===== src/rtl/rwng_pkg.sv =====
// Shared types, widths and constants of the random walk noise generator.
// Every other file of the block imports this package; it depends on nothing.
package rwng_pkg;

   // tanh table geometry
   localparam int TANH_TABLE_DEPTH = 256;
   localparam int TBL_AW           = $clog2(TANH_TABLE_DEPTH);
   localparam int TBL_LAST         = TANH_TABLE_DEPTH - 1;
   localparam int TBL_W            = 16;

   // table abscissa in Q30 advances by 2^24 / (depth - 1) per entry
   localparam int A_W      = 25;
   localparam int A_STEP_Q = (1 << 24) / TBL_LAST;
   localparam int A_STEP_R = (1 << 24) % TBL_LAST;
   localparam int AREM_W   = TBL_AW + 1;

   // field and state widths
   localparam int DRAW_W     = 16;
   localparam int OUT_W      = 16;
   localparam int PHASE_W    = 24;
   localparam int GAIN_W     = 16;
   localparam int VEL_W      = 20;
   localparam int LEVEL_W    = 16;
   localparam int SMOOTH_W   = 24;
   localparam int CSR_IDX_W  = 2;
   localparam int CSR_DATA_W = 24;

   // shared multiplier
   localparam int MUL_W  = 32;
   localparam int PROD_W = 64;

   // fixed-point constants
   localparam int ONE_Q15       = 32768;
   localparam int ONE_Q16       = 65536;
   localparam int KICK_Q16      = 19661;
   localparam int VEL_LIMIT     = 262144;
   localparam int TANH_IN_LIMIT = 131072;
   localparam int SMOOTH_MAX    = 8388607;
   localparam int SMOOTH_MIN    = -8388608;

   // rounded reciprocals for the small series terms: x/3 and x/15
   localparam int RECIP3  = 43691;
   localparam int RECIP15 = 34953;

   // angle doubling: long division, one quotient bit a cycle
   localparam int T_W       = 31;
   localparam int DIV_STEPS = 31;
   localparam int DIV_CNT_W = $clog2(DIV_STEPS);
   localparam int DBL_STEPS = 8;
   localparam int DBL_W     = $clog2(DBL_STEPS);

   // register indexes
   localparam logic [CSR_IDX_W-1:0] CSR_PHASE_STEP = 2'd0;
   localparam logic [CSR_IDX_W-1:0] CSR_MOMENTUM   = 2'd1;
   localparam logic [CSR_IDX_W-1:0] CSR_SMOOTH     = 2'd2;

   typedef enum logic [4:0] {
      ST_IDLE,
      ST_PHASE,
      ST_KICK,
      ST_PULL,
      ST_DAMP,
      ST_VEL,
      ST_POS,
      ST_X,
      ST_IDX,
      ST_ADDR,
      ST_LO,
      ST_HI,
      ST_INTERP,
      ST_LEVEL,
      ST_DIFF,
      ST_SMUL,
      ST_SMOOTH,
      ST_I_SQ,
      ST_I_CUBE,
      ST_I_FIFTH,
      ST_I_THIRD,
      ST_I_FIFT,
      ST_I_SERIES,
      ST_I_TSQ,
      ST_I_DIVSET,
      ST_I_DIV,
      ST_I_WRITE
   } state_type;

   typedef struct packed {
      logic                    load;
      logic signed [MUL_W-1:0] op_a;
      logic signed [MUL_W-1:0] op_b;
   } mul_req_type;

   typedef struct packed {
      logic           start;
      logic [T_W-1:0] dividend;
      logic [T_W-1:0] divisor;
   } div_req_type;

   typedef struct packed {
      logic           busy;
      logic           done;
      logic [T_W-1:0] quotient;
   } div_rsp_type;

   typedef struct packed {
      logic              we;
      logic [TBL_AW-1:0] addr;
      logic [TBL_W-1:0]  data;
   } tbl_wr_type;

endpackage


===== src/rtl/rwng_tbl.sv =====
// tanh sample memory: one write port, one read port with registered data.
// Depends on rwng_pkg for depth, widths and the write struct.
module rwng_tbl import rwng_pkg::*; (
   input  logic              clock,
   input  tbl_wr_type        tbl_wr,
   input  logic [TBL_AW-1:0] raddr,
   output logic [TBL_W-1:0]  rdata
);

   logic [TBL_W-1:0] mem [TANH_TABLE_DEPTH];
   logic [TBL_W-1:0] rdata_ff;

   always_ff @(posedge clock) begin
      if (tbl_wr.we) begin
         mem[tbl_wr.addr] <= tbl_wr.data;
      end
      rdata_ff <= mem[raddr];
   end

   assign rdata = rdata_ff;

endmodule


===== config.mk =====
export PLATFORM = sky130hd
export DESIGN_NAME = rwng_tbl
export DESIGN_NICKNAME = d
export VERILOG_FILES = /design/src/rtl/rwng_pkg.sv /design/src/rtl/rwng_tbl.sv
export SDC_FILE = /design/constraint.sdc
export NUM_CORES = 2
export LEC_CHECK = 0
export BUFFER_PORTS_ARGS = -buffer_cell sky130_fd_sc_hd__buf_2
export CAP_MARGIN = 0
export CELL_PAD_IN_SITES_DETAIL_PLACEMENT = 0
export CELL_PAD_IN_SITES_GLOBAL_PLACEMENT = 2
export CORE_UTILIZATION = 46
export DETAILED_ROUTE_END_ITERATION = 8
export PLACE_DENSITY = 0.77
export RECOVER_POWER = 50
export SLEW_MARGIN = 20
export SYNTH_ARGS = -nofsm -noshare
export SYNTH_HDL_FRONTEND = slang
export SYNTH_SLANG_ARGS = --single-unit
export TNS_END_PERCENT = 30

===== constraint.sdc =====
create_clock -name clock -period 2.2 [get_ports clock]
set_input_delay 0.11 -clock clock [delete_from_list [all_inputs] [get_ports clock]]
set_output_delay 0.11 -clock clock [all_outputs]
set_load 0.005 [all_outputs]

==> results.sh <==
export IMPL_clock_latency_ns=0.97
export IMPL_vias_per_cell=6.09
export IMPL_antenna_found_initial=25
export IMPL_syn_num_nets=7394
export IMPL_io_pins=50
export IMPL_final_util=0.546
export IMPL_tns_ns=-68.88
export IMPL_fillers=25900
export IMPL_htree_levels=5
export IMPL_tritoncts="done"
export IMPL_overflow=0
export IMPL_finalNetCount=8499
export IMPL_period_minus_slack_ns=2.47
export IMPL_maxCapViolations=14
export IMPL_yosys_area_top_type="edfxtp_1"
export IMPL_drc=0
export IMPL_p_leak_uw=0.0607
export IMPL_clk_pin_slew_ns=0.06
export IMPL_power_frac_comb=0.057
export IMPL_path_max_fanout=68
export IMPL_internal_power_uw=129000
export IMPL_grt_pass1_vias=81000
export IMPL_p_clk_frac=0.416
export IMPL_dieArea_mm2=0.347
export IMPL_max_freq_mhz=405
export IMPL_ys_seq_area_frac=0.777
export IMPL_worst_slew_pin_slew_ns=2.44
export IMPL_initial_utilization=0.462
export IMPL_rsz0062_at_grt="yes"
export IMPL_hold_viol=0
export IMPL_final_cells=13400
export IMPL_worst_slack_ns=-0.272
export IMPL_placedCellCount=12600
export IMPL_yosysTopAreaCellShare=0.775
export IMPL_cp_start_kind="input pin"
export IMPL_final_setup_viol_count=805
export IMPL_grtUsageTotal=0.244
export IMPL_synth_area_mm2=0.159
export IMPL_p_sw_uw=34900
export IMPL_ys_async_sr_fraction=0
export IMPL_dr_total_vias=81400
export IMPL_clock_skew_ns=0.0409
export IMPL_criticalPathCategory="in -> reg"
export IMPL_swShare=0.213
export IMPL_area_growth_pct=18.0
export IMPL_synth_edf_count=4096
export IMPL_cts_sinks=4112
export IMPL_first_pass_iters=5
export IMPL_slew_headroom=-0.623
export IMPL_routed_wirelength_um=428000
export IMPL_status="finished, violations left"
export IMPL_port_buffers=49
export IMPL_place_congestion=0.884
export IMPL_drt_first_iter_violations=9909
export IMPL_synth_avg_cell_area_um2=21.6
export IMPL_arrival_ns=3.13
export IMPL_synth_distinct_cells=52
export IMPL_synth_area_top_cells="edfxtp_1, mux4_2, mux2i_1"
export IMPL_hold_path_class="in -> reg"
export IMPL_fin_crit_sh=1.12
export IMPL_syn_inst=7360
export IMPL_seq_power_share=0.527
export IMPL_yosys_warnings=0
export IMPL_cts_buffer_depth=4
export IMPL_p_per_area_mw_per_mm2=876
export IMPL_required_ns=2.86
export IMPL_cts_root_buf="clkbuf_16"
export IMPL_dp_slack_ns=-1.67
export IMPL_cp_end_kind="register"
export IMPL_placementRows=215
export IMPL_ant_nets=0
export IMPL_fp_dieW_um=589
export IMPL_ir_drop_mv=1.06
export IMPL_numCtsBuffers=403
export IMPL_hpwl_um=271000
export IMPL_violations="max-capacitance violations, max-slew violations, negative setup slack"
export IMPL_grt_pass1_wl_um=606000
export IMPL_wire_per_inst_um=32.0
export IMPL_core_area_mm2=0.343
export IMPL_timing_final_max_slew_violations=818
export IMPL_drive_gt1_frac=0.315
export IMPL_synth_seq_cells=4112
export IMPL_grt_max_degree=98
export IMPL_yosys_most_used_dff="edfxtp_1"
export IMPL_die_h_um=589
-- layout by cell type, fill, tap and decap left out, drive strengths merged, types with 92 or more instances in the layout --
cell	n
a21oi	175
buf	1044
clkbuf	588
clkinv	165
edfxtp	4096
mux2i	565
mux4	797
nor2	304
nor3	92
o221ai	253
o22ai	148
-- final cells by class --
cell class                 count  area [µm²]  share of cell area
inverter                       4        27.5            0.000147
timing repair buffer        1152       11500              0.0613
clock buffer                 510       10700              0.0573
tap                         4557        5700              0.0304
multi-input combinational   2792       33700               0.180
clock inverter               226        2290              0.0122
antenna                       19        47.5            0.000254
sequential                  4112      123000               0.658
-- synthesized netlist by cell type (all sizes together) (2+ instances only) --
cell type and n:
nand2b 3, clkbuf 230, o31ai 16, nor4bb 2, a31oi 6, a211oi 18, buf 222, mux2i 565
nor4 18, nor2b 9, edfxtp 4096, a2111oi 6, nor2 304, and3 11, o221ai 253, mux4 797
o21ai 38, mux2 88, or2 5, a21o 2, a21oi 175, and2 2, or3 2, dfxtp 16
and4 2, o22ai 148, nand4 26, o32ai 21, nor3 92, nand4b 3, a22oi 43, a221oi 28
inv 4, nand2 38, nand3 35, a22o 32
-- layer usage --
layer  vias to the layer above  routed length [µm]  GRT usage
met2                      3713              206000      0.394
li1                      33600                   -          -
met5                         -                 256          0
met3                       636               37300     0.0470
met1                     43400              170000      0.339
met4                        10               14400     0.0747
-- logic make-up after synthesis --
kind of cell	count (synthesis)	share of synthesized area
flops	4112	0.777
mux	1450	0.155
compound gates	786	0.0354
simple gates	556	0.0157
buf+inv	456	0.0169
-- power by group through the flow --
stage	logic (µW)	registers [µW]	clock network [µW]
finish	9310	86600	68300
global route	9710	86500	72000
CTS	9450	86500	69100
detailed placement	9180	88200	0
global placement	9030	88200	0
floorplan	4260	88100	0
-- worst max-delay path: stages --
cell,delay [ns]
dlygate4sd3_1,0.57
clkbuf_2,1.54
clkbuf_8,0.72
-- metrics by stage --
stage | hold slack [ns] | area [µm²] | power [µW]
6_report | 0.0986 | 187000 | 164000
5_1_grt | 0.0803 | 187000 | 168000
2_1_floorplan | 0.209 | 159000 | 92300
3_5_place_dp | 0.512 | 174000 | 97400
4_1_cts | 0.0237 | 188000 | 165000
3_3_place_gp | 0.504 | 174000 | 97200
-- path summary, 6_finish.rpt --
check | slack [ns] | endpoint | depth (start not counted) | from
min reg2reg | 1.13 | rdata[8]$_DFF_P_ | 6 | mem[98][8]$_DFFE_PP_
min | 0.1 | mem[24][12]$_DFFE_PP_ | 4 | tbl_wr[24]
max reg2reg | -0.20 | rdata[4]$_DFF_P_ | 5 | mem[61][4]$_DFFE_PP_
max | -0.27 | mem[80][9]$_DFFE_PP_ | 3 | tbl_wr[9]
-- registers in the layout, summed over array words and instances, names as in the netlist --
| name | flops |
|---|---|
| mem | 4096 |
| rdata | 16 |
-- timing repair --
item,4_1_cts,5_1_grt
cloned,2,0
hold endpoints to repair,4037,0
setup endpoints to repair,16,17
pin swaps,27,15
gates resized for setup,115,35
setup buffers,3,0
hold buffers,28,0
(Power assumes the default switching activity.)
