[src/rtl/rwng_pkg.sv]
// Shared types, widths and constants of the random walk noise generator.
// Every other file of the block imports this package; it depends on nothing.
package rwng_pkg;

   // tanh table geometry
   localparam int TANH_TABLE_DEPTH = 256;
   localparam int TBL_AW           = $clog2(TANH_TABLE_DEPTH);
   localparam int TBL_LAST         = TANH_TABLE_DEPTH - 1;
   localparam int TBL_W            = 16;

   // table abscissa in Q30 advances by 2^24 / (depth - 1) per entry
   localparam int A_W      = 25;
   localparam int A_STEP_Q = (1 << 24) / TBL_LAST;
   localparam int A_STEP_R = (1 << 24) % TBL_LAST;
   localparam int AREM_W   = TBL_AW + 1;

   // field and state widths
   localparam int DRAW_W     = 16;
   localparam int OUT_W      = 16;
   localparam int PHASE_W    = 24;
   localparam int GAIN_W     = 16;
   localparam int VEL_W      = 20;
   localparam int LEVEL_W    = 16;
   localparam int SMOOTH_W   = 24;
   localparam int CSR_IDX_W  = 2;
   localparam int CSR_DATA_W = 24;

   // shared multiplier
   localparam int MUL_W  = 32;
   localparam int PROD_W = 64;

   // fixed-point constants
   localparam int ONE_Q15       = 32768;
   localparam int ONE_Q16       = 65536;
   localparam int KICK_Q16      = 19661;
   localparam int VEL_LIMIT     = 262144;
   localparam int TANH_IN_LIMIT = 131072;
   localparam int SMOOTH_MAX    = 8388607;
   localparam int SMOOTH_MIN    = -8388608;

   // rounded reciprocals for the small series terms: x/3 and x/15
   localparam int RECIP3  = 43691;
   localparam int RECIP15 = 34953;

   // angle doubling: long division, one quotient bit a cycle
   localparam int T_W       = 31;
   localparam int DIV_STEPS = 31;
   localparam int DIV_CNT_W = $clog2(DIV_STEPS);
   localparam int DBL_STEPS = 8;
   localparam int DBL_W     = $clog2(DBL_STEPS);

   // register indexes
   localparam logic [CSR_IDX_W-1:0] CSR_PHASE_STEP = 2'd0;
   localparam logic [CSR_IDX_W-1:0] CSR_MOMENTUM   = 2'd1;
   localparam logic [CSR_IDX_W-1:0] CSR_SMOOTH     = 2'd2;

   typedef enum logic [4:0] {
      ST_IDLE,
      ST_PHASE,
      ST_KICK,
      ST_PULL,
      ST_DAMP,
      ST_VEL,
      ST_POS,
      ST_X,
      ST_IDX,
      ST_ADDR,
      ST_LO,
      ST_HI,
      ST_INTERP,
      ST_LEVEL,
      ST_DIFF,
      ST_SMUL,
      ST_SMOOTH,
      ST_I_SQ,
      ST_I_CUBE,
      ST_I_FIFTH,
      ST_I_THIRD,
      ST_I_FIFT,
      ST_I_SERIES,
      ST_I_TSQ,
      ST_I_DIVSET,
      ST_I_DIV,
      ST_I_WRITE
   } state_type;

   typedef struct packed {
      logic                    load;
      logic signed [MUL_W-1:0] op_a;
      logic signed [MUL_W-1:0] op_b;
   } mul_req_type;

   typedef struct packed {
      logic           start;
      logic [T_W-1:0] dividend;
      logic [T_W-1:0] divisor;
   } div_req_type;

   typedef struct packed {
      logic           busy;
      logic           done;
      logic [T_W-1:0] quotient;
   } div_rsp_type;

   typedef struct packed {
      logic              we;
      logic [TBL_AW-1:0] addr;
      logic [TBL_W-1:0]  data;
   } tbl_wr_type;

endpackage

[src/rtl/rwng_mul.sv]
// Shared signed multiplier with a registered product.
// Depends on rwng_pkg for the request struct and widths.
module rwng_mul import rwng_pkg::*; (
   input  logic                     clock,
   input  mul_req_type              mul_req,
   output logic signed [PROD_W-1:0] product
);

   logic signed [PROD_W-1:0] product_ff;

   // hold the product until the sequencer issues the next operand pair
   always_ff @(posedge clock) begin
      if (mul_req.load) begin
         product_ff <= $signed(mul_req.op_a) * $signed(mul_req.op_b);
      end
   end

   assign product = product_ff;

endmodule

[config.mk]
export PLATFORM = sky130hd
export DESIGN_NAME = rwng_mul
export DESIGN_NICKNAME = d
export VERILOG_FILES = /design/src/rtl/rwng_pkg.sv /design/src/rtl/rwng_mul.sv
export SDC_FILE = /design/constraint.sdc
export NUM_CORES = 2
export LEC_CHECK = 0
export BUFFER_PORTS_ARGS = -buffer_cell sky130_fd_sc_hd__clkbuf_2
export CELL_PAD_IN_SITES_DETAIL_PLACEMENT = 0
export CELL_PAD_IN_SITES_GLOBAL_PLACEMENT = 1
export CORE_UTILIZATION = 45
export DETAILED_ROUTE_END_ITERATION = 16
export PLACE_DENSITY = 0.75
export REMOVE_ABC_BUFFERS = 1
export SYNTH_ARGS = -nofsm -noshare
export SYNTH_HDL_FRONTEND = slang
export SYNTH_SLANG_ARGS = --single-unit
[constraint.sdc]
create_clock -name clock -period 7.7 [get_ports clock]
set_input_delay 0.77 -clock clock [delete_from_list [all_inputs] [get_ports clock]]
set_output_delay 0.77 -clock clock [all_outputs]
set_load 0.03 [all_outputs]
==> summary.md <==
| Metric | Value |
|---|---|
| Number of fillers in the final layout | 7465 |
| Number of clock sinks seen by CTS | 64 |
| Area enclosed by the die boundary | 85300 um2 |
| Main flop type after synthesis | sky130_fd_sc_hd__edfxtp_1 |
| Commonest non-fill, non-tap cell in the layout | sky130_fd_sc_hd__fa_1 |
| Worst slew pin tran | 0.950 ns |
| Iteration-0 DRC Markers | 1476 |
| Root cell of the clock tree | sky130_fd_sc_hd__clkbuf_16 |
| Post-synth cell types | 63 |
| Drt first pass iters | 5 |
| PnR worst setup slack | -0.0118 ns |
| GRT Util Overall | 25.9% |
| Post-detailed-route DRC marker count | 0 |
| Clock slew seen by the registers of the worst setup and hold paths | 0.07 ns |
| Pin count of the biggest net entering global routing | 65 |
| Portion of the post-synthesis area used by sequential elements | 5.07% |
| Number of global-route vias before repair | 30300 |
| Initial Util | 45.4% |
| Chip height | 292 um |
| Largest register FFs | 64 |
| Maximum fanout count along the critical path | 8 |
| Outcome | finished, violations left |
| Last weighted congestion value of the routability-driven placer | 0.932 |
| Clock Tree Buf Depth | 2 |
| Number of warnings reported in the yosys synthesis log | 0 |
| Register bit total from synthesis | 64 |
| Number of synthesized flops with an enable pin | 64 |
| Max Slew Vio Count | 0 |
| Critical Path End Type | flop |
| Routed length per placed instance | 19.7 um |
| Area growth syn-to-layout | 20.3% |
| Antenna violations before repair | 4 |
| Count of standard-cell rows | 106 |
| Path class of the lowest-slack min-delay path | primary input to flop |
| Boundary pin count | 130 |
| Core region area | 83400 um2 |
| Via count | 27400 |
| Post-place setup slack | -0.585 ns |
| Post-route antenna net violation count | 0 |
| Number of hold buffers added after cts | 0 |
| TritonCTS clock tree | yes |
| Final-stage net count | 5701 |
| Type of the worst setup path | primary input to flop |
| Area taken by multi-input logic gates | 32300 um2 |
| Average instance area after synthesis | 9.75 um2 |
| Number of I/O port buffers | 129 |
| Storage element area | 1920 um2 |
| Worst EP arrival | 7.83 ns |
| Total length of routed wires | 107000 um |
| Max-Slew Margin vs Limit | 36.7% |
| Finish-stage setup viols | 1 |
| Startpoint type of the worst setup path | primary input |
| Most frequent cells in the layout | sky130_fd_sc_hd__fa_1, sky130_fd_sc_hd__inv_1, sky130_fd_sc_hd__and2_1 |
| Wire length of the first global-routing pass | 169000 um |
| Layout cell share with drive strength beyond 1 | 18.9% |
| H-tree depth | 3 |
| Number of maximum-capacitance violations | 0 |
| Final global-route overflow total | 0 |
| Half-perimeter wire length of the detailed placement result | 91600 um |
| Achievable Freq | 130 MHz |
| Hold Vio Cnt, Final | 0 |
| Violated checks | negative setup slack |
| Die X-Extent | 292 um |
| Data required time of the worst path | 7.82 ns |
| Setup repair after global routing missed its margin | true |
| Share of the clock period used by the worst path | 100% |
| Gate Count Post-Synth | 3884 |
| Utilization of the core after routing | 54.6% |
| Final min period | 7.71 ns |
| Avg Vias per Cell | 5.02 |
| CTS Buf Count | 9 |
| Synth Cell Area | 37900 um2 |
| Share of flip-flops with an asynchronous set or reset after synthesis | 0% |
## metal layers
metal | share of wire [%] | vias to the layer above | wire length [um] | GRT usage, %
li1 | - | 12100 | - | -
met1 | 42 | 14400 | 44800 | 35.5
met2 | 50 | 758 | 53200 | 44.5
met3 | 5.7 | 139 | 6160 | 2.69
met4 | 3.0 | 0 | 3190 | 5.35
met5 | 0 | - | 0 | 0
## stage by stage
stage | hold slack, ns | TNS, ns | instance area [um2] | cells
after floorplan | 0.882 | -0.619 | 37100 | 3684
after global placement | 1.26 | -7.02 | 44000 | 5401
after detailed placement | 1.26 | -8.12 | 44000 | 5401
after CTS | 1.15 | 0 | 44500 | 5422
after global routing | 1.14 | -1.03 | 45600 | 5454
final | 1.13 | -0.0118 | 45600 | 5456
## worst max-delay path, cell delays in order
cell	delay, ns
sky130_fd_sc_hd__buf_6	0.09
sky130_fd_sc_hd__buf_12	0.13
sky130_fd_sc_hd__buf_8	0.14
sky130_fd_sc_hd__buf_6	0.11
sky130_fd_sc_hd__and2_4	0.13
sky130_fd_sc_hd__fa_1	0.50
sky130_fd_sc_hd__fa_1	0.58
sky130_fd_sc_hd__fa_1	0.46
sky130_fd_sc_hd__fa_1	0.55
sky130_fd_sc_hd__fa_1	0.52
sky130_fd_sc_hd__fa_1	0.56
sky130_fd_sc_hd__fa_2	0.49
sky130_fd_sc_hd__fa_1	0.60
sky130_fd_sc_hd__ha_4	0.22
sky130_fd_sc_hd__a21o_1	0.21
sky130_fd_sc_hd__a31oi_4	0.18
sky130_fd_sc_hd__nor2_2	0.07
sky130_fd_sc_hd__a2111oi_4	0.34
sky130_fd_sc_hd__o22a_1	0.19
sky130_fd_sc_hd__o211ai_1	0.13
sky130_fd_sc_hd__buf_4	0.19
sky130_fd_sc_hd__a2111oi_4	0.33
sky130_fd_sc_hd__o21bai_1	0.09
sky130_fd_sc_hd__a21oi_1	0.17
sky130_fd_sc_hd__xnor2_1	0.09
## timing repair
action                                  in CTS  in global routing
gates cloned                                 1                  7
endpoints found under the setup margin       9                 26
pin swaps                                   13                 92
setup buffers                                4                 26
gates resized for setup                     24                186
## cell usage after synthesis (4+ instances only)
cell type | number | area share [%]
sky130_fd_sc_hd__xor2_1 | 22 | 0.51
sky130_fd_sc_hd__o21ai_0 | 28 | 0.37
sky130_fd_sc_hd__nand2b_1 | 9 | 0.15
sky130_fd_sc_hd__fa_1 | 1082 | 57
sky130_fd_sc_hd__nand3_1 | 15 | 0.20
sky130_fd_sc_hd__edfxtp_1 | 64 | 5.1
sky130_fd_sc_hd__o21a_1 | 4 | 0.079
sky130_fd_sc_hd__nand4_1 | 7 | 0.12
sky130_fd_sc_hd__nor3_1 | 6 | 0.079
sky130_fd_sc_hd__clkbuf_1 | 195 | 1.9
sky130_fd_sc_hd__ha_1 | 184 | 6.1
sky130_fd_sc_hd__or3_1 | 4 | 0.066
sky130_fd_sc_hd__a21oi_1 | 68 | 0.90
sky130_fd_sc_hd__xnor2_1 | 53 | 1.2
sky130_fd_sc_hd__a31oi_1 | 12 | 0.20
sky130_fd_sc_hd__o21bai_1 | 15 | 0.30
sky130_fd_sc_hd__nand2_1 | 511 | 5.1
sky130_fd_sc_hd__o31ai_1 | 6 | 0.12
sky130_fd_sc_hd__and2_1 | 516 | 8.5
sky130_fd_sc_hd__a21o_1 | 23 | 0.46
sky130_fd_sc_hd__a211oi_1 | 4 | 0.079
sky130_fd_sc_hd__nor2_1 | 42 | 0.42
sky130_fd_sc_hd__and3_1 | 7 | 0.12
sky130_fd_sc_hd__inv_1 | 952 | 9.4
## final timing paths
path	startpoint	end	slack (ns)	cells after the start
min	mul_req[0]	product[0]	1.13	3
max	mul_req[41]	product[60]	-0.01	25
## logic make-up after synthesis
logic type / after synthesis / share of synthesized area (%)
compound gates: 193 / 3.41
buf+inv: 1152 / 11.4
fa+ha+maj: 1266 / 63.3
simple gates: 1134 / 15.1
flops: 64 / 5.07
xor+xnor: 75 / 1.73
## cell type report
type | instances | share of cell area (%)
clock inverter | 7 | 0.156
clock buffer | 9 | 0.494
multi-input combinational | 2668 | 70.8
timing repair buffer | 674 | 13.5
antenna | 2 | 0.0110
sequential | 64 | 4.22
inverter | 952 | 7.84
tap | 1080 | 2.96
Power is not shown: default switching activity piles up to over one toggle a cycle in this logic, so the estimate is an artifact.
