==> config.mk <==
export PLATFORM = sky130hd
export DESIGN_NAME = rwng_div
export DESIGN_NICKNAME = d
export VERILOG_FILES = /design/src/rtl/rwng_pkg.sv /design/src/rtl/rwng_div.sv
export SDC_FILE = /design/constraint.sdc
export NUM_CORES = 1
export LEC_CHECK = 0
export ABC_AREA = 1
export BUFFER_PORTS_ARGS = -buffer_cell sky130_fd_sc_hd__buf_4
export CAP_MARGIN = 15
export CORE_UTILIZATION = 40
export CTS_BUF_LIST = sky130_fd_sc_hd__clkbuf_2
export CTS_CLUSTER_SIZE = 24
export DETAILED_ROUTE_END_ITERATION = 6
export PLACE_DENSITY_LB_ADDON = 0.25
export SETUP_SLACK_MARGIN = 0.3
export SLEW_MARGIN = 30
export SYNTH_ARGS = -nofsm -noshare
export SYNTH_HDL_FRONTEND = slang
export SYNTH_SLANG_ARGS = --single-unit
==> constraint.sdc <==
create_clock -name clock -period 4.7 [get_ports clock]
set_input_delay 0.47 -clock clock [delete_from_list [all_inputs] [get_ports clock]]
set_output_delay 0.47 -clock clock [all_outputs]
set_load 0.03 [all_outputs]
==> src/rtl/rwng_pkg.sv <==
// Shared types, widths and constants of the random walk noise generator.
// Every other file of the block imports this package; it depends on nothing.
package rwng_pkg;

   // tanh table geometry
   localparam int TANH_TABLE_DEPTH = 256;
   localparam int TBL_AW           = $clog2(TANH_TABLE_DEPTH);
   localparam int TBL_LAST         = TANH_TABLE_DEPTH - 1;
   localparam int TBL_W            = 16;

   // table abscissa in Q30 advances by 2^24 / (depth - 1) per entry
   localparam int A_W      = 25;
   localparam int A_STEP_Q = (1 << 24) / TBL_LAST;
   localparam int A_STEP_R = (1 << 24) % TBL_LAST;
   localparam int AREM_W   = TBL_AW + 1;

   // field and state widths
   localparam int DRAW_W     = 16;
   localparam int OUT_W      = 16;
   localparam int PHASE_W    = 24;
   localparam int GAIN_W     = 16;
   localparam int VEL_W      = 20;
   localparam int LEVEL_W    = 16;
   localparam int SMOOTH_W   = 24;
   localparam int CSR_IDX_W  = 2;
   localparam int CSR_DATA_W = 24;

   // shared multiplier
   localparam int MUL_W  = 32;
   localparam int PROD_W = 64;

   // fixed-point constants
   localparam int ONE_Q15       = 32768;
   localparam int ONE_Q16       = 65536;
   localparam int KICK_Q16      = 19661;
   localparam int VEL_LIMIT     = 262144;
   localparam int TANH_IN_LIMIT = 131072;
   localparam int SMOOTH_MAX    = 8388607;
   localparam int SMOOTH_MIN    = -8388608;

   // rounded reciprocals for the small series terms: x/3 and x/15
   localparam int RECIP3  = 43691;
   localparam int RECIP15 = 34953;

   // angle doubling: long division, one quotient bit a cycle
   localparam int T_W       = 31;
   localparam int DIV_STEPS = 31;
   localparam int DIV_CNT_W = $clog2(DIV_STEPS);
   localparam int DBL_STEPS = 8;
   localparam int DBL_W     = $clog2(DBL_STEPS);

   // register indexes
   localparam logic [CSR_IDX_W-1:0] CSR_PHASE_STEP = 2'd0;
   localparam logic [CSR_IDX_W-1:0] CSR_MOMENTUM   = 2'd1;
   localparam logic [CSR_IDX_W-1:0] CSR_SMOOTH     = 2'd2;

   typedef enum logic [4:0] {
      ST_IDLE,
      ST_PHASE,
      ST_KICK,
      ST_PULL,
      ST_DAMP,
      ST_VEL,
      ST_POS,
      ST_X,
      ST_IDX,
      ST_ADDR,
      ST_LO,
      ST_HI,
      ST_INTERP,
      ST_LEVEL,
      ST_DIFF,
      ST_SMUL,
      ST_SMOOTH,
      ST_I_SQ,
      ST_I_CUBE,
      ST_I_FIFTH,
      ST_I_THIRD,
      ST_I_FIFT,
      ST_I_SERIES,
      ST_I_TSQ,
      ST_I_DIVSET,
      ST_I_DIV,
      ST_I_WRITE
   } state_type;

   typedef struct packed {
      logic                    load;
      logic signed [MUL_W-1:0] op_a;
      logic signed [MUL_W-1:0] op_b;
   } mul_req_type;

   typedef struct packed {
      logic           start;
      logic [T_W-1:0] dividend;
      logic [T_W-1:0] divisor;
   } div_req_type;

   typedef struct packed {
      logic           busy;
      logic           done;
      logic [T_W-1:0] quotient;
   } div_rsp_type;

   typedef struct packed {
      logic              we;
      logic [TBL_AW-1:0] addr;
      logic [TBL_W-1:0]  data;
   } tbl_wr_type;

endpackage

==> src/rtl/rwng_div.sv <==
// Restoring divider for the tanh angle doubling: one quotient bit per cycle.
// Depends on rwng_pkg; the dividend is the given value shifted up by 31 bits.
module rwng_div import rwng_pkg::*; (
   input  logic        clock,
   input  logic        reset,
   input  div_req_type div_req,
   output div_rsp_type div_rsp
);

   logic                 busy_ff, busy_in;
   logic                 done_ff, done_in;
   logic [DIV_CNT_W-1:0] cnt_ff, cnt_in;
   logic [T_W-1:0]       rem_ff, rem_in;
   logic [T_W-1:0]       quo_ff, quo_in;
   logic [T_W-1:0]       dvsr_ff, dvsr_in;
   logic [T_W:0]         shifted;
   logic                 fits;

   assign shifted = {rem_ff, 1'b0};
   assign fits    = shifted >= {1'b0, dvsr_ff};

   always_comb begin
      busy_in = busy_ff;
      done_in = 1'b0;
      cnt_in  = cnt_ff;
      rem_in  = rem_ff;
      quo_in  = quo_ff;
      dvsr_in = dvsr_ff;
      if (div_req.start) begin
         busy_in = 1'b1;
         cnt_in  = '0;
         rem_in  = div_req.dividend;
         quo_in  = '0;
         dvsr_in = div_req.divisor;
      end else if (busy_ff) begin
         // shift in a zero dividend bit, subtract where the divisor fits
         rem_in = fits ? T_W'(shifted - {1'b0, dvsr_ff}) : T_W'(shifted);
         quo_in = {quo_ff[T_W-2:0], fits};
         cnt_in = cnt_ff + 1'b1;
         if (cnt_ff == DIV_CNT_W'(DIV_STEPS - 1)) begin
            busy_in = 1'b0;
            done_in = 1'b1;
         end
      end
   end

   always_ff @(posedge clock) begin
      if (reset) begin
         busy_ff <= 1'b0;
         done_ff <= 1'b0;
      end else begin
         busy_ff <= busy_in;
         done_ff <= done_in;
      end
      cnt_ff  <= cnt_in;
      rem_ff  <= rem_in;
      quo_ff  <= quo_in;
      dvsr_ff <= dvsr_in;
   end

   assign div_rsp.busy     = busy_ff;
   assign div_rsp.done     = done_ff;
   assign div_rsp.quotient = quo_ff;

endmodule

==> run_results.csv <==
group,metric,value,unit
synthesis,synth_seq_cells,100,
final_layout,syn_to_final_growth,20.0,%
pwr,power.share.clock,0.157,
detailed_routing,wirelength,16700,um
detailed_routing,avgViaCountPerCell,4.62,
pwr,p_comb_frac,0.452,
critical_path,cp-end-kind,"flop",
detailed_routing,ant_nets,0,
synthesis,synth_flop_cell,"edfxtp_1",
place,port_buffers,97,
timing,setup_viol,0,
pwr,p_sw_frac,0.423,
global_route,grt_pass1_wl,27900,um
pwr,ir_drop,0.175,mV
critical_path,required,5.21,ns
pwr,p_switching,1180,uW
final_layout,final_nets,1149,
final_layout,multi_input_area,3090,sq um
timing,clock-skew-final,0.0490,ns
cts,clkLatencyLatePin,0.65,ns
timing,slew_viol_final,0,
timing,setup_ws,1.90,ns
global_route,grt_max_degree,38,
synthesis,syn_area_per_cell,7.07,sq um
synthesis,synth-edff-count,62,
detailed_routing,drc_errors,0,
pwr,p_per_area,353,nW/um^2
cts,cts_buffers,9,
floorplan,core,16000,sq um
place,dp_worst_setup_slack,1.99,ns
detailed_routing,wl_per_cell,13.1,um
cts,path_clk_slew,0.33,ns
pwr,power_frac_seq,0.391,
place,gp_congestion,0.968,
hold_path,min_to,"rem_ff[3]",
floorplan,die_area,17000,sq um
detailed_routing,vias,5881,
global_route,grt_pass1_vias,5801,
pwr,p_int,1610,uW
synthesis,yosysSeqAreaShare,0.398,
place,dp.final_hpwl,12500,um
timing,period_needed,2.80,ns
timing,setup_tns,0,ns
timing,rsz0062_at_grt,"false",
critical_path,crit_path_start_kind,"flop",
critical_path,worst-path-stages,13,
floorplan,rows,46,
pwr,power,2790,uW
critical_path,rr_worst_depth,13,
global_route,grt_remaining_overflow,0,
cts,post_cts_resized,0,
timing,fin_crit_sh,0.595,
synthesis,syn-num-nets,1031,
critical_path,r2r_end,"rem_ff[16]",
synthesis,ys_async_sr_fraction,0,
critical_path,crit_buf_inv,1,
final_layout,area.sequential,2620,sq um
final_layout,fillers,1658,
critical_path,crit_chain,"inv_1, fa_1, nand2_1, nand2_1, nand3_2, nand2_2, nand2_2, nand3_2, nand2_4, nand2_4, nand2_1, nand3_1, nand2_1",
hold_path,min_path_type,"in -> reg",
floorplan,die_w,130,um
cts,cts_tree,"yes",
timing,slew_headroom,0.510,
hold_path,hold_start,"div_req[34]",
timing,tightest_slew,0.735,ns
run_status,status,"completed",
critical_path,r2r_setup_slack,1.90,ns
hold_path,hold_depth,3,
cts,root_buffer,"clkbuf_2",
critical_path,slowest_delay,0.47,ns
synthesis,synth_cells,932,
detailed_routing,dr.pass1.iters,5,
synthesis,synth_area,6590,sq um
critical_path,slowest_stage,"fa_1",
timing,finalHoldViolations,0,
critical_path,critical_path_class,"reg -> reg",
timing,fmax,0.357,GHz
synthesis,synth_cell_type_count,35,
floorplan,initial_core_util,0.412,
detailed_routing,first_iter_violations,298,
global_route,grt.total_usage,0.210,
floorplan,ioPinCount,98,
final_layout,drive_above_1_share,0.129,
pwr,p_leak,0.00408,uW
cts,h-tree-depth,3,
critical_path,crit_top_cell,"nand2_1",
global_route,antenna_found_initial,1,
floorplan,die_h,130,um
critical_path,worstPathArrival,3.30,ns
synthesis,yosys_warnings,0,
critical_path,cp_max_fo,32,
critical_path,reg2reg_from,"dvsr_ff[0]",
run,drv_cap,0,
critical_path,cpLargestDelayFamily,"simple AND/OR/NAND/NOR gates",
cts,max-clock-path-buffers,2,
cts,clkSinkCount,100,
## power by group through the flow
stage | registers (uW) | logic (uW) | clock network (uW)
floorplan | 1100 | 951 | 0
global placement | 1100 | 1230 | 0
detailed placement | 1110 | 1230 | 0
CTS | 1090 | 1260 | 450
global route | 1100 | 1450 | 482
finish | 1090 | 1260 | 438
## through the flow
step	cells	hold WS [ns]	utilization	area [sq um]
finish	1272	0.0659	0.494	7910
global route	1272	0.0232	0.494	7910
CTS	1271	0.0218	0.494	7900
detailed placement	1223	0.448	0.467	7470
global placement	1223	0.445	0.467	7470
floorplan	932	0.422	-	6590
## cell families after synthesis
group | after synthesis | share of synthesized area
adders and majority gates | 34 | 0.0657
DFF | 100 | 0.398
xor gates and xnor gates | 14 | 0.0186
and+or+nand+nor | 505 | 0.334
buffers and inverters | 222 | 0.134
AOI/OAI and AO/OA | 57 | 0.0499
## what timing repair did
action,4_1_cts,5_1_grt
buffers inserted,0,0
hold buffers,32,0
endpoints found under the hold margin,33,0
## per-layer routing
layer | part of all wire | global-route usage | up-vias
met5 | 0 | 0 | -
met4 | 0.014 | 0.0568 | 0
met3 | 0.049 | 0.0439 | 17
met2 | 0.47 | 0.361 | 116
met1 | 0.47 | 0.268 | 2620
li1 | - | - | 3128
## how the worst max path moves through the flow
| stage | start | to | slack, ns |
|---|---|---|---|
| floorplan | div_req[62] | rem_ff[0] | 2.36 |
| global placement | rem_ff[16] | rem_ff[2] | 2.01 |
| detailed placement | dvsr_ff[0] | rem_ff[0] | 1.99 |
| CTS | dvsr_ff[0] | rem_ff[2] | 1.89 |
| global route | dvsr_ff[0] | rem_ff[18] | 1.60 |
| finish | dvsr_ff[0] | rem_ff[16] | 1.90 |
## tightest hold or removal path: cells and delay by family
kind,cells,cell delay [ns]
simple gates,2,0.09
buf+inv,1,0.08
## registers in the layout, summed over array words and instances, names as in the netlist
signal and cells:
busy_ff 1, dvsr_ff 31, done_ff 1, cnt_ff 5, quo_ff 31, rem_ff 31
## cells in the mapped netlist (all sizes together), types with 12 or more instances
master | instances | share of area
nand2 | 338 | 0.20
clkbuf | 12 | 0.0068
xnor2 | 13 | 0.017
inv | 196 | 0.11
edfxtp | 62 | 0.28
o22ai | 29 | 0.028
dfxtp | 38 | 0.12
nand3b | 27 | 0.031
ha | 33 | 0.063
buf | 13 | 0.015
nand3 | 67 | 0.053
a21oi | 18 | 0.014
nor2 | 49 | 0.031
## layout by cell type, fill, tap and decap left out, types with 2 or more instances in the layout
cell,count
nand2_1,330
nand4_1,9
o21ai_0,7
edfxtp_1,62
nor3_1,5
nor2_2,3
nand3_1,64
ha_1,33
inv_6,2
inv_1,194
clkbuf_2,9
nand2_2,6
buf_4,100
nand2_4,2
inv_8,2
nor2_1,44
nor2_4,2
and2_1,8
dfxtp_1,38
nand3b_1,27
nand3_2,3
a21oi_1,17
o22ai_1,29
inv_2,2
dlygate4sd3_1,32
xnor2_1,13
## final cells by class
type	instances	area share
Antenna cell	1	0.000316
Inverter	197	0.0935
Sequential cell	100	0.332
Clock buffer	9	0.00570
Tap cell	216	0.0342
Clock inverter	7	0.00902
Timing Repair Buffer	132	0.135
Multi-Input combinational cell	610	0.390
(Power assumes the default switching activity.)
